===== config.mk =====
export PLATFORM = sky130hd
export DESIGN_NAME = rect_section_perimeter_deform
export DESIGN_NICKNAME = d
export VERILOG_FILES = /design/src/rtl/rspd_pkg.sv /design/src/rtl/rect_section_perimeter_deform.sv /design/src/rtl/rspd_ram.sv /design/src/rtl/rspd_div.sv
export SDC_FILE = /design/constraint.sdc
export NUM_CORES = 2
export LEC_CHECK = 0
export BUFFER_PORTS_ARGS = -buffer_cell sky130_fd_sc_hd__clkbuf_2
export CAP_MARGIN = 10
export CORE_MARGIN = 4
export CORE_UTILIZATION = 25
export CTS_CLUSTER_SIZE = 20
export DETAILED_ROUTE_END_ITERATION = 8
export GPL_ROUTABILITY_DRIVEN = 0
export HOLD_SLACK_MARGIN = 0.05
export PLACE_DENSITY = 0.35
export SLEW_MARGIN = 20
export SYNTH_ARGS = -nofsm -noshare
export SYNTH_HDL_FRONTEND = slang
export SYNTH_HIERARCHICAL = 1
export SYNTH_SLANG_ARGS = --single-unit

===== constraint.sdc =====
create_clock -name i_clk -period 8.35 [get_ports i_clk]
set_input_delay 1.67 -clock i_clk [delete_from_list [all_inputs] [get_ports i_clk]]
set_output_delay 1.67 -clock i_clk [all_outputs]
set_load 0.005 [all_outputs]

===== src/rtl/rspd_pkg.sv =====
package rspd_pkg;

    // default sizing of the block
    localparam int MAX_POINTS_PER_SIDE_DEF = 16;
    localparam int CONTROL_DEPTH_DEF       = 16;

    // fixed field widths
    localparam int IDX_W       = 7;
    localparam int DEF_W       = 32;
    localparam int LEN_W       = 31;
    localparam int PPS_W       = 5;
    localparam int CFG_IDX_W   = 2;
    localparam int OP_W        = 2;
    localparam int ST_W        = 2;
    localparam int IN_TDATA_W  = 40;
    localparam int OUT_TDATA_W = 96;

    // magnitude of a deformation difference, and the saturation input width
    localparam int SLOPE_W = 33;
    localparam int SAT_W   = 44;

    // width of signed base coordinates before deformation
    localparam int BASE_W = 34;

    // reset value of the points per side register
    localparam logic [PPS_W-1:0] PPS_RESET = PPS_W'(16);

    typedef enum logic [OP_W-1:0] {
        OP_CLEAR  = 2'd0,
        OP_APPEND = 2'd1,
        OP_QUERY  = 2'd2,
        OP_NONE   = 2'd3
    } t_op;

    typedef enum logic [ST_W-1:0] {
        ST_OK        = 2'd0,
        ST_FULL      = 2'd1,
        ST_RANGE     = 2'd2,
        ST_UNCOVERED = 2'd3
    } t_status;

    typedef enum logic [CFG_IDX_W-1:0] {
        CFG_LENGTH = 2'd0,
        CFG_WIDTH  = 2'd1,
        CFG_POINTS = 2'd2
    } t_cfg_reg;

    // perimeter sides in clockwise order from the corner (L/2, W/2)
    typedef enum logic [1:0] {
        SIDE_RIGHT  = 2'd0,
        SIDE_BOTTOM = 2'd1,
        SIDE_LEFT   = 2'd2,
        SIDE_TOP    = 2'd3
    } t_side;

    // clamp a wide signed value to 32-bit signed
    function automatic logic signed [DEF_W-1:0] sat32(input logic signed [SAT_W-1:0] v);
        if (v[SAT_W-1:DEF_W-1] == '0 || v[SAT_W-1:DEF_W-1] == '1) begin
            return v[DEF_W-1:0];
        end else if (v[SAT_W-1]) begin
            return 32'sh8000_0000;
        end else begin
            return 32'sh7fff_ffff;
        end
    endfunction

endpackage


===== src/rtl/rect_section_perimeter_deform.sv =====
// Rectangular section perimeter sampler with piecewise-linear normal deformation.
// Input stream (s_axis): one item per operation; tuser carries the operation
// (clear table, append control point, query point), tdata the perimeter index
// and the displacement of an appended point.
// Output stream (m_axis): exactly one item per input item; tdata carries the
// deformed z, y and the deformation used, tuser the status code.
// Configuration channel (i_cfg_*): writes length, width and points per side;
// always ready; the user must write only while the block is idle (unchecked).
// Clear, append, unsupported operations and out-of-range queries answer in the
// cycle after they are accepted. A query scans the control table, one entry per
// cycle out of the table RAM, then runs the shared bit-serial divider once for the
// base point and once more for the segment slope when a segment covers the index.
// An in-range query may be accepted while the previous result still waits on
// m_axis; other items wait until the output register is free.
// Reset empties the control table, sets points per side to 16 and clears the
// output valid flag. A stalled receiver holds the result in place.
module rect_section_perimeter_deform
    import rspd_pkg::*;
#(
    parameter int MAX_POINTS_PER_SIDE = MAX_POINTS_PER_SIDE_DEF,
    parameter int CONTROL_DEPTH       = CONTROL_DEPTH_DEF
) (
    input  logic                   i_clk,
    input  logic                   i_rst_n,
    // input items
    input  logic                   s_axis_tvalid,
    output logic                   s_axis_tready,
    input  logic [IN_TDATA_W-1:0]  s_axis_tdata,  // point_index[6:0], displacement[38:7], pad
    input  logic [OP_W-1:0]        s_axis_tuser,  // operation[1:0]
    // result items
    output logic                   m_axis_tvalid,
    input  logic                   m_axis_tready,
    output logic [OUT_TDATA_W-1:0] m_axis_tdata,  // z_coord[31:0], y_coord[63:32],
                                                  // deform_amount[95:64]
    output logic [ST_W-1:0]        m_axis_tuser,  // status[1:0]
    // configuration writes
    input  logic                   i_cfg_valid,
    output logic                   o_cfg_ready,
    input  logic [CFG_IDX_W-1:0]   i_cfg_index,
    input  logic [LEN_W-1:0]       i_cfg_data
);

    localparam int NW   = $clog2(MAX_POINTS_PER_SIDE + 1);
    localparam int TW   = $clog2(4 * MAX_POINTS_PER_SIDE + 1);
    localparam int CW   = (TW > IDX_W) ? TW : IDX_W;
    localparam int AW   = $clog2(CONTROL_DEPTH);
    localparam int CNTW = $clog2(CONTROL_DEPTH + 1);
    localparam int BPW  = LEN_W + NW;
    localparam int DW   = (BPW > SLOPE_W) ? BPW : SLOPE_W;
    localparam int VW   = TW;
    localparam int MPW  = SLOPE_W + CW;
    localparam int RAMW = IDX_W + DEF_W;

    localparam logic [CNTW-1:0] DEPTH_C = CNTW'(CONTROL_DEPTH);

    typedef enum logic [8:0] {
        S_IDLE  = 9'b000000001,
        S_SCAN  = 9'b000000010,
        S_BMUL  = 9'b000000100,
        S_BDIV  = 9'b000001000,
        S_SDIV  = 9'b000010000,
        S_DMUL  = 9'b000100000,
        S_DSAT  = 9'b001000000,
        S_COORD = 9'b010000000,
        S_OUT   = 9'b100000000
    } t_state;

    // configuration registers
    logic [LEN_W-1:0] r_len;
    logic [LEN_W-1:0] r_wid;
    logic [PPS_W-1:0] r_pps;

    // sequencer and control table state
    t_state           r_state;
    logic [CNTW-1:0]  r_count;
    logic [CNTW-1:0]  r_k;
    logic             r_div_run;
    logic             r_found;

    // query datapath
    logic [CW-1:0]              r_idx;
    t_side                      r_sb;
    t_side                      r_ds;
    logic [NW-1:0]              r_kside;
    logic [CW-1:0]              r_p1;
    logic signed [DEF_W-1:0]    r_d1;
    logic [VW-1:0]              r_den;
    logic [CW-1:0]              r_off;
    logic                       r_neg;
    logic [SLOPE_W-1:0]         r_mag;
    logic [SLOPE_W-1:0]         r_slope;
    logic [BPW-1:0]             r_bprod;
    logic [MPW-1:0]             r_dprod;
    logic signed [DEF_W-1:0]    r_d;
    logic signed [BASE_W-1:0]   r_bz;
    logic signed [BASE_W-1:0]   r_by;
    logic signed [DEF_W-1:0]    r_z;
    logic signed [DEF_W-1:0]    r_y;

    // output register
    logic                       r_out_valid;
    logic signed [DEF_W-1:0]    r_out_z;
    logic signed [DEF_W-1:0]    r_out_y;
    logic signed [DEF_W-1:0]    r_out_d;
    t_status                    r_out_st;

    // combinational helpers
    logic [NW-1:0]              eff_sides;
    logic [CW-1:0]              side_n;
    logic [CW-1:0]              side_2n;
    logic [CW-1:0]              side_3n;
    logic [CW-1:0]              side_total;
    t_op                        in_op;
    logic [IDX_W-1:0]           in_idx;
    logic [CW-1:0]              in_idx_c;
    logic signed [DEF_W-1:0]    in_disp;
    logic                       is_long;
    logic                       out_free;
    logic                       out_load;
    logic                       acc;
    t_side                      in_sb;
    t_side                      in_ds;
    logic [CW-1:0]              in_koff;
    logic                       app_ok;
    logic [AW-1:0]              ram_raddr;
    logic [RAMW-1:0]            ram_rdata;
    logic [CW-1:0]              ent_idx;
    logic signed [DEF_W-1:0]    ent_def;
    logic                       at_end;
    logic [CW-1:0]              seg_p2;
    logic signed [DEF_W-1:0]    seg_d2;
    logic                       seg_test;
    logic                       hit;
    logic signed [SLOPE_W:0]    num;
    logic signed [SLOPE_W:0]    num_abs;
    logic [CNTW-1:0]            k_next;
    logic                       div_start;
    logic                       div_done;
    logic [DW-1:0]              div_dividend;
    logic [VW-1:0]              div_divisor;
    logic [DW-1:0]              div_q;
    logic [LEN_W-1:0]           side_len;
    logic signed [BASE_W-1:0]   hz_s;
    logic signed [BASE_W-1:0]   hy_s;
    logic signed [BASE_W-1:0]   q_s;
    logic signed [BASE_W-1:0]   bz_next;
    logic signed [BASE_W-1:0]   by_next;
    logic signed [SAT_W-1:0]    d_sum;
    logic signed [BASE_W-1:0]   d_ext;
    logic signed [BASE_W-1:0]   dz;
    logic signed [BASE_W-1:0]   dy;
    logic signed [BASE_W-1:0]   z_sum;
    logic signed [BASE_W-1:0]   y_sum;

    // configuration writes
    assign o_cfg_ready = 1'b1;

    always_ff @(posedge i_clk) begin
        if (!i_rst_n) begin
            r_len <= '0;
            r_wid <= '0;
            r_pps <= PPS_RESET;
        end else if (i_cfg_valid) begin
            unique case (i_cfg_index)
                CFG_LENGTH: r_len <= i_cfg_data;
                CFG_WIDTH:  r_wid <= i_cfg_data;
                CFG_POINTS: r_pps <= i_cfg_data[PPS_W-1:0];
                default: ;
            endcase
        end
    end

    // effective points per side and side boundaries
    always_comb begin
        if (r_pps == '0) begin
            eff_sides = NW'(1);
        end else if (32'(r_pps) > MAX_POINTS_PER_SIDE) begin
            eff_sides = NW'(MAX_POINTS_PER_SIDE);
        end else begin
            eff_sides = NW'(r_pps);
        end
        side_n     = CW'(eff_sides);
        side_2n    = side_n << 1;
        side_3n    = side_2n + side_n;
        side_total = side_n << 2;
    end

    // input item decode
    assign in_op    = t_op'(s_axis_tuser);
    assign in_idx   = s_axis_tdata[IDX_W-1:0];
    assign in_idx_c = CW'(in_idx);
    assign in_disp  = s_axis_tdata[IDX_W +: DEF_W];
    assign is_long  = (in_op == OP_QUERY) && (in_idx_c < side_total);
    assign out_free = !r_out_valid || m_axis_tready;
    assign s_axis_tready = (r_state == S_IDLE) && (is_long || out_free);
    assign acc      = s_axis_tvalid && s_axis_tready;
    assign app_ok   = (r_count < DEPTH_C) && (in_idx_c <= side_total);

    // output register loads on a short item or a finished query
    assign out_load = ((r_state == S_IDLE) && acc && !is_long)
                   || ((r_state == S_OUT) && out_free);

    // side of the base point (corners close a side) and side of the normal
    always_comb begin
        if (in_idx_c <= side_n) begin
            in_sb   = SIDE_RIGHT;
            in_koff = '0;
        end else if (in_idx_c <= side_2n) begin
            in_sb   = SIDE_BOTTOM;
            in_koff = side_n;
        end else if (in_idx_c <= side_3n) begin
            in_sb   = SIDE_LEFT;
            in_koff = side_2n;
        end else begin
            in_sb   = SIDE_TOP;
            in_koff = side_3n;
        end
        if (in_idx_c < side_n) begin
            in_ds = SIDE_RIGHT;
        end else if (in_idx_c < side_2n) begin
            in_ds = SIDE_BOTTOM;
        end else if (in_idx_c < side_3n) begin
            in_ds = SIDE_LEFT;
        end else begin
            in_ds = SIDE_TOP;
        end
    end

    // control table memory, one entry read per scan cycle
    assign k_next    = CNTW'(r_k + 1'b1);
    assign ram_raddr = (r_state == S_SCAN) ? k_next[AW-1:0] : '0;

    rspd_ram #(
        .WIDTH (RAMW),
        .DEPTH (CONTROL_DEPTH)
    ) u_table (
        .i_clk   (i_clk),
        .i_we    (acc && (in_op == OP_APPEND) && app_ok),
        .i_waddr (r_count[AW-1:0]),
        .i_wdata ({in_disp, in_idx}),
        .i_raddr (ram_raddr),
        .o_rdata (ram_rdata)
    );

    // segment test against the entry read this cycle or the closing point
    always_comb begin
        ent_idx  = CW'(ram_rdata[IDX_W-1:0]);
        ent_def  = ram_rdata[RAMW-1:IDX_W];
        at_end   = (r_k == r_count);
        seg_p2   = at_end ? side_total : ent_idx;
        seg_d2   = at_end ? '0 : ent_def;
        seg_test = at_end ? (r_count != '0) : (r_k != '0);
        hit      = seg_test && (r_p1 <= r_idx) && (r_idx < seg_p2);
        num      = (SLOPE_W + 1)'(r_d1) - (SLOPE_W + 1)'(seg_d2);
        num_abs  = num[SLOPE_W] ? -num : num;
    end

    // shared divider: base step first, then the segment slope
    assign div_start    = ((r_state == S_BDIV) || (r_state == S_SDIV)) && !r_div_run;
    assign div_dividend = (r_state == S_SDIV) ? DW'(r_mag) : DW'(r_bprod);
    assign div_divisor  = (r_state == S_SDIV) ? r_den : VW'(eff_sides);

    rspd_div #(
        .DW (DW),
        .VW (VW)
    ) u_div (
        .i_clk      (i_clk),
        .i_rst_n    (i_rst_n),
        .i_start    (div_start),
        .i_dividend (div_dividend),
        .i_divisor  (div_divisor),
        .o_done     (div_done),
        .o_quotient (div_q)
    );

    // base point from the divided side step
    assign side_len = ((r_sb == SIDE_BOTTOM) || (r_sb == SIDE_TOP)) ? r_len : r_wid;

    always_comb begin
        hz_s = $signed({{(BASE_W - LEN_W + 1){1'b0}}, r_len[LEN_W-1:1]});
        hy_s = $signed({{(BASE_W - LEN_W + 1){1'b0}}, r_wid[LEN_W-1:1]});
        q_s  = $signed({{(BASE_W - LEN_W){1'b0}}, div_q[LEN_W-1:0]});
        case (r_sb)
            SIDE_RIGHT: begin
                bz_next = hz_s;
                by_next = hy_s - q_s;
            end
            SIDE_BOTTOM: begin
                bz_next = hz_s - q_s;
                by_next = -hy_s;
            end
            SIDE_LEFT: begin
                bz_next = -hz_s;
                by_next = q_s - hy_s;
            end
            default: begin
                bz_next = q_s - hz_s;
                by_next = hy_s;
            end
        endcase
    end

    // interpolated deformation and its normal direction
    always_comb begin
        if (r_neg) begin
            d_sum = SAT_W'(r_d1) + SAT_W'($signed({1'b0, r_dprod}));
        end else begin
            d_sum = SAT_W'(r_d1) - SAT_W'($signed({1'b0, r_dprod}));
        end
        d_ext = BASE_W'(r_d);
        dz    = '0;
        dy    = '0;
        case (r_ds)
            SIDE_RIGHT:  dz = d_ext;
            SIDE_BOTTOM: dy = -d_ext;
            SIDE_LEFT:   dz = -d_ext;
            default:     dy = d_ext;
        endcase
        z_sum = r_bz + dz;
        y_sum = r_by + dy;
    end

    // sequencer
    always_ff @(posedge i_clk) begin
        if (!i_rst_n) begin
            r_state     <= S_IDLE;
            r_count     <= '0;
            r_div_run   <= 1'b0;
            r_out_valid <= 1'b0;
        end else begin
            if (out_load) begin
                r_out_valid <= 1'b1;
            end else if (m_axis_tvalid && m_axis_tready) begin
                r_out_valid <= 1'b0;
            end
            unique case (r_state)
                S_IDLE: begin
                    if (acc && is_long) begin
                        r_state <= S_SCAN;
                    end else if (acc) begin
                        if (in_op == OP_CLEAR) begin
                            r_count <= '0;
                        end else if ((in_op == OP_APPEND) && app_ok) begin
                            r_count <= r_count + 1'b1;
                        end
                    end
                end
                S_SCAN: begin
                    if (hit || at_end) begin
                        r_state <= S_BMUL;
                    end
                end
                S_BMUL: begin
                    r_state <= S_BDIV;
                end
                S_BDIV: begin
                    if (!r_div_run) begin
                        r_div_run <= 1'b1;
                    end else if (div_done) begin
                        r_div_run <= 1'b0;
                        r_state   <= r_found ? S_SDIV : S_COORD;
                    end
                end
                S_SDIV: begin
                    if (!r_div_run) begin
                        r_div_run <= 1'b1;
                    end else if (div_done) begin
                        r_div_run <= 1'b0;
                        r_state   <= S_DMUL;
                    end
                end
                S_DMUL: begin
                    r_state <= S_DSAT;
                end
                S_DSAT: begin
                    r_state <= S_COORD;
                end
                S_COORD: begin
                    r_state <= S_OUT;
                end
                S_OUT: begin
                    if (out_free) begin
                        r_state <= S_IDLE;
                    end
                end
                default: begin
                    r_state <= S_IDLE;
                end
            endcase
        end
    end

    // query datapath registers
    always_ff @(posedge i_clk) begin
        unique case (r_state)
            S_IDLE: begin
                r_idx   <= in_idx_c;
                r_sb    <= in_sb;
                r_ds    <= in_ds;
                r_kside <= NW'(in_idx_c - in_koff);
                r_k     <= '0;
                r_d     <= '0;
                r_found <= 1'b0;
            end
            S_SCAN: begin
                if (hit) begin
                    r_found <= 1'b1;
                    r_den   <= VW'(seg_p2 - r_p1);
                    r_off   <= r_idx - r_p1;
                    r_neg   <= num[SLOPE_W];
                    r_mag   <= num_abs[SLOPE_W-1:0];
                end else if (!at_end) begin
                    r_p1 <= ent_idx;
                    r_d1 <= ent_def;
                    r_k  <= k_next;
                end
            end
            S_BMUL: begin
                r_bprod <= BPW'(side_len) * BPW'(r_kside);
            end
            S_BDIV: begin
                if (div_done) begin
                    r_bz <= bz_next;
                    r_by <= by_next;
                end
            end
            S_SDIV: begin
                if (div_done) begin
                    r_slope <= div_q[SLOPE_W-1:0];
                end
            end
            S_DMUL: begin
                r_dprod <= MPW'(r_slope) * MPW'(r_off);
            end
            S_DSAT: begin
                r_d <= sat32(d_sum);
            end
            S_COORD: begin
                r_z <= sat32(SAT_W'(z_sum));
                r_y <= sat32(SAT_W'(y_sum));
            end
            default: ;
        endcase
    end

    // output register payload
    always_ff @(posedge i_clk) begin
        if ((r_state == S_IDLE) && acc && !is_long) begin
            r_out_z <= '0;
            r_out_y <= '0;
            r_out_d <= '0;
            unique case (in_op)
                OP_APPEND: begin
                    if (r_count >= DEPTH_C) begin
                        r_out_st <= ST_FULL;
                    end else if (in_idx_c > side_total) begin
                        r_out_st <= ST_RANGE;
                    end else begin
                        r_out_st <= ST_OK;
                    end
                end
                OP_QUERY: r_out_st <= ST_RANGE;
                default:  r_out_st <= ST_OK;
            endcase
        end else if ((r_state == S_OUT) && out_free) begin
            r_out_z  <= r_z;
            r_out_y  <= r_y;
            r_out_d  <= r_d;
            r_out_st <= r_found ? ST_OK : ST_UNCOVERED;
        end
    end

    assign m_axis_tvalid = r_out_valid;
    assign m_axis_tdata  = {r_out_d, r_out_y, r_out_z};
    assign m_axis_tuser  = r_out_st;

`ifndef SYNTHESIS
    a_query_starts_scan: assert property (@(posedge i_clk) disable iff (!i_rst_n)
        (acc && is_long) |=> (r_state == S_SCAN))
        else $error("query item did not start the table scan");

    a_count_bound: assert property (@(posedge i_clk) disable iff (!i_rst_n)
        r_count <= DEPTH_C)
        else $error("control point count beyond table depth");

    a_div_done_state: assert property (@(posedge i_clk) disable iff (!i_rst_n)
        div_done |-> ((r_state == S_BDIV) || (r_state == S_SDIV)))
        else $error("divider finished outside a divide step");

    a_result_loaded: assert property (@(posedge i_clk) disable iff (!i_rst_n)
        ((r_state == S_OUT) && out_free) |=> (r_out_valid && (r_state == S_IDLE)))
        else $error("query result not loaded into the output register");
`endif

endmodule


===== src/rtl/rspd_ram.sv =====
module rspd_ram
    import rspd_pkg::*;
#(
    parameter int WIDTH = IDX_W + DEF_W,
    parameter int DEPTH = CONTROL_DEPTH_DEF,
    localparam int AW   = $clog2(DEPTH)
) (
    input  logic             i_clk,
    input  logic             i_we,
    input  logic [AW-1:0]    i_waddr,
    input  logic [WIDTH-1:0] i_wdata,
    input  logic [AW-1:0]    i_raddr,
    output logic [WIDTH-1:0] o_rdata
);

    logic [WIDTH-1:0] mem [DEPTH];
    logic [WIDTH-1:0] r_rdata;

    // one write port, one registered read port
    always_ff @(posedge i_clk) begin
        if (i_we) begin
            mem[i_waddr] <= i_wdata;
        end
        r_rdata <= mem[i_raddr];
    end

    assign o_rdata = r_rdata;

endmodule


===== src/rtl/rspd_div.sv =====
module rspd_div
    import rspd_pkg::*;
#(
    parameter int DW = 36,
    parameter int VW = 7
) (
    input  logic          i_clk,
    input  logic          i_rst_n,
    input  logic          i_start,
    input  logic [DW-1:0] i_dividend,
    input  logic [VW-1:0] i_divisor,
    output logic          o_done,
    output logic [DW-1:0] o_quotient
);

    localparam int CNT_W = $clog2(DW + 1);

    logic             r_busy;
    logic             r_done;
    logic [CNT_W-1:0] r_cnt;
    logic [DW-1:0]    r_quo;
    logic [VW-1:0]    r_rem;
    logic [VW-1:0]    r_den;
    logic [VW:0]      trial;
    logic [VW:0]      diff;
    logic             q_bit;

    // one restoring step: shift in the next dividend bit, subtract if it fits
    always_comb begin
        trial = {r_rem, r_quo[DW-1]};
        diff  = trial - {1'b0, r_den};
        q_bit = (trial >= {1'b0, r_den});
    end

    // control
    always_ff @(posedge i_clk) begin
        if (!i_rst_n) begin
            r_busy <= 1'b0;
            r_done <= 1'b0;
            r_cnt  <= '0;
        end else begin
            r_done <= 1'b0;
            if (i_start) begin
                r_busy <= 1'b1;
                r_cnt  <= CNT_W'(DW);
            end else if (r_busy) begin
                r_cnt <= r_cnt - 1'b1;
                if (r_cnt == CNT_W'(1)) begin
                    r_busy <= 1'b0;
                    r_done <= 1'b1;
                end
            end
        end
    end

    // datapath: quotient bits shift in as dividend bits shift out
    always_ff @(posedge i_clk) begin
        if (i_start) begin
            r_quo <= i_dividend;
            r_rem <= '0;
            r_den <= i_divisor;
        end else if (r_busy) begin
            r_quo <= {r_quo[DW-2:0], q_bit};
            r_rem <= q_bit ? diff[VW-1:0] : trial[VW-1:0];
        end
    end

    assign o_done     = r_done;
    assign o_quotient = r_quo;

endmodule


==> impl_metrics.csv <==
group,metric,value,unit
outcome,status,"complete, no violations",
synth,yosys.area_share.xor_xnor,0.0499,
cells_and_area,area_delta_synth_final,14.1,%
critical_path,reg2reg_to,"r_z[27]",
synth,synth_top_area_cell,"edfxtp_1",
global_routing,grt_pass1_vias,56900,
sta,rsz0062_at_grt,"no",
clocking,cts_buffer_depth,4,
synth,synth_fp_nets,8028,
clocking,worstSkewPairLatency,0.87,ns
detailed_routing,routedWlPerCell,23.3,µm
global_routing,grt_pass1_wl,399,mm
detailed_routing,routed_wl,273,mm
critical_path,path_class,"reg -> reg",
critical_path,endpoint_kind,"flip-flop",
min_path,hold_path_startpoint,"u_table/o_rdata[35]",
critical_path,startpoint_type,"flip-flop",
min_path,holdPathEnd,"r_d1[28]",
sta,finalHoldViolations,0,
global_routing,overflow,0,
synth,synth-seq-area-share,0.458,
critical_path,path_max_fanout,29,
sta,min_period_over_period,0.866,
critical_path,required,8.82,ns
detailed_routing,top_layer_used,"met5",
synth,synth_area_leaders,"edfxtp_1 40%, ha_1 6.8%, fa_1 6.4%, dfxtp_1 5.9%, mux4_2 4.5%",
sta,worst_pin_slew,1.18,ns
floorplan,initial_utilization,0.251,
detailed_routing,drtIter0Drc,3964,
floorplan,fp.coreArea,315000,µm²
min_path,hold_class,"reg -> reg",
synth,synth_compound_area_frac,0.133,
sta,setup_tns,0,ns
sta,slew_viol_final,0,
floorplan,row_count,206,
detailed_routing,drc,0,
synth,async_flop_share,0,
floorplan,ioPinCount,181,
critical_path,r2r_setup_slack,1.12,ns
synth,synth_simple_gate_area_frac,0.132,
detailed_routing,dr_wl_met3,10.7,mm
clocking,cts_buffers,161,
power_and_ir_drop,p_leak,34.3,nW
sta,holdWs,0.430,ns
cells_and_area,stdcell_area,90300,µm²
global_routing,grtUsageTotal,0.164,
job,maxCapViolCount,0,
synth,synth_top_family_by_area,"compound AO/OA/AOI/OAI gates",
synth,yosys_most_used_dff,"edfxtp_1",
synth,yosys_warnings,6,
clocking,htree_num_levels,4,
clocking,post_cts_resized,0,
sta,setup_viol_count_final,0,
detailed_routing,viasPerCell,4.77,
clocking,numClockSinks,1284,
cells_and_area,final_cell_mix,"1051 x edfxtp_1, 910 x nand2_1, 486 x a21oi_1",
detailed_routing,drt_pass1_iterations,5,
detailed_routing,final_antenna_net_count,0,
sta,relSlewSlack,0.206,
synth,postSynthAreaPerCell,10.9,µm²
floorplan,die_x,571,µm
power_and_ir_drop,power.density,237,nW/µm²
sta,fin_crit,7.23,ns
clocking,clkTransAtPathRegs,0.06,ns
critical_path,arrival,7.70,ns
synth,syn-instance-count,7265,
clocking,hold_buffers,0,
sta,fmax,138,MHz
detailed_routing,wl_met1,123,mm
placement,port_buffers,178,
cells_and_area,drive_gt1_frac,0.111,
floorplan,die_h,571,µm
synth,syn_area,79100,µm²
synth,muxShareOfSynthArea,0.0546,
clocking,cts_setup_buffers,0,
synth,synthAdderAreaFrac,0.132,
placement,dpl.hpwl,202,mm
synth,synth_edf_count,1051,
cells_and_area,final_nets,8149,
detailed_routing,met2_length,132,mm
clocking,cts_tree,"yes",
synth,yosysUniqueCellTypes,104,
power_and_ir_drop,worst_ir_drop_vdd,0.143,mV
clocking,cts-root-buf,"clkbuf_16",
critical_path,worstRegToRegCells,20,
global_routing,grt_max_degree,94,
placement,placed_cell_area,84900,µm²
detailed_routing,vias,55700,
sta,skew,0.103,ns
critical_path,r2r-start,"r_d[0]",
synth,yosys.area.top_type_share,0.399,
floorplan,die_area,326000,µm²
synth,ys_seq_elements,1284,
min_path,worstHoldPathCells,0,
global_routing,antenna_found_initial,16,
cells_and_area,post-route-util,0.287,
cells_and_area,mostFrequentLayoutCell,"edfxtp_1",
-- area by class of cell --
type / instances / area, µm²
sequential: 1284 / 36200
antenna: 11 / 27.5
timing repair buffer: 287 / 1800
tap: 4160 / 5200
clock buffer: 225 / 4550
clock inverter: 68 / 803
multi-input combinational: 5180 / 39900
fill: 32800 / 225000
inverter: 472 / 1770
-- state kept, by name, indices dropped and copies added, names as in the netlist, 33 cells and up --
register          cells
u_div/o_quotient     36
u_table/mem         624
r_by                 34
r_mag                33
r_bz                 34
r_bprod              36
u_table/o_rdata      39
r_slope              33
r_dprod              40
-- cells in the mapped netlist, drive strengths merged, types with 32 or more instances --
| cell type | n |
|---|---|
| a21o | 201 |
| o21bai | 55 |
| mux4 | 158 |
| or3 | 36 |
| a211oi | 44 |
| clkbuf | 251 |
| ha | 429 |
| nand2b | 76 |
| buf | 78 |
| fa | 254 |
| edfxtp | 1051 |
| a21oi | 488 |
| nand2 | 910 |
| inv | 468 |
| and2 | 277 |
| nand3 | 92 |
| o21a | 62 |
| mux2i | 32 |
| nor2 | 371 |
| xnor2 | 254 |
| a21boi | 82 |
| nor2b | 99 |
| xor2 | 197 |
| o31ai | 32 |
| nand4 | 50 |
| a22oi | 85 |
| mux2 | 39 |
| a31oi | 44 |
| o21ai | 316 |
| dfxtp | 233 |
| nor3 | 101 |
| and3 | 45 |
-- critical path, cell delays in order (launching register included) --
cell	delay, ns
edfxtp_1	0.47
inv_1	0.12
ha_1	0.25
nand2_1	0.14
or4_1	0.66
nor4_1	0.54
nand2_1	0.20
nor3_1	0.50
nand2_1	0.13
nand2_1	0.11
xor2_1	0.06
nor2_1	0.40
ha_1	0.38
and3_1	0.18
nand2_1	0.07
a21oi_1	0.06
o41ai_1	0.58
o21ai_0	0.23
nor4_2	0.67
o21a_1	0.88
o21ai_0	0.27
-- per-layer routing --
metal  vias to the layer above  track usage
li1                      26300            -
met1                     28100        0.219
met2                      1024        0.281
met3                       272       0.0198
met4                         6       0.0430
met5                         -            0
-- metrics by stage --
| step | total power, mW | cells | setup slack [ns] |
|---|---|---|---|
| final | 21.4 | 11700 | 1.12 |
| after global routing | 22.7 | 11700 | 0.449 |
| after CTS | 21.9 | 11700 | 1.16 |
| after detailed placement | 14.6 | 11400 | 1.22 |
| after global placement | 14.6 | 11400 | 1.22 |
| after floorplan | 12.0 | 7265 | 1.49 |
-- cell families after synthesis --
kind of cell    after synthesis
xor+xnor                    451
compound gates             1627
buf+inv                     801
fa+ha+maj                   683
flops                      1284
other cells                   1
mux                         229
simple gates               2189
-- how the worst max path moves through the flow --
stage	start	endpoint	slack, ns	cells past startpoint
2_1_floorplan	s_axis_tdata[3]	u_table/mem[0][0]	1.49	10
3_3_place_gp	r_d[5]	r_z[26]	1.22	18
3_5_place_dp	r_dprod[3]	r_d[0]	1.22	19
4_1_cts	r_d[5]	r_z[26]	1.16	18
5_1_grt	r_d[1]	r_z[27]	0.45	20
6_report	r_d[0]	r_z[27]	1.12	20
-- report_power, final --
part / switching, mW / internal, mW
Combinational: 4.35 / 2.25
Sequential: 0.333 / 7.39
Clock: 2.85 / 4.25
Total: 7.54 / 13.9
Note: power is estimated with default switching activity, not from simulation.
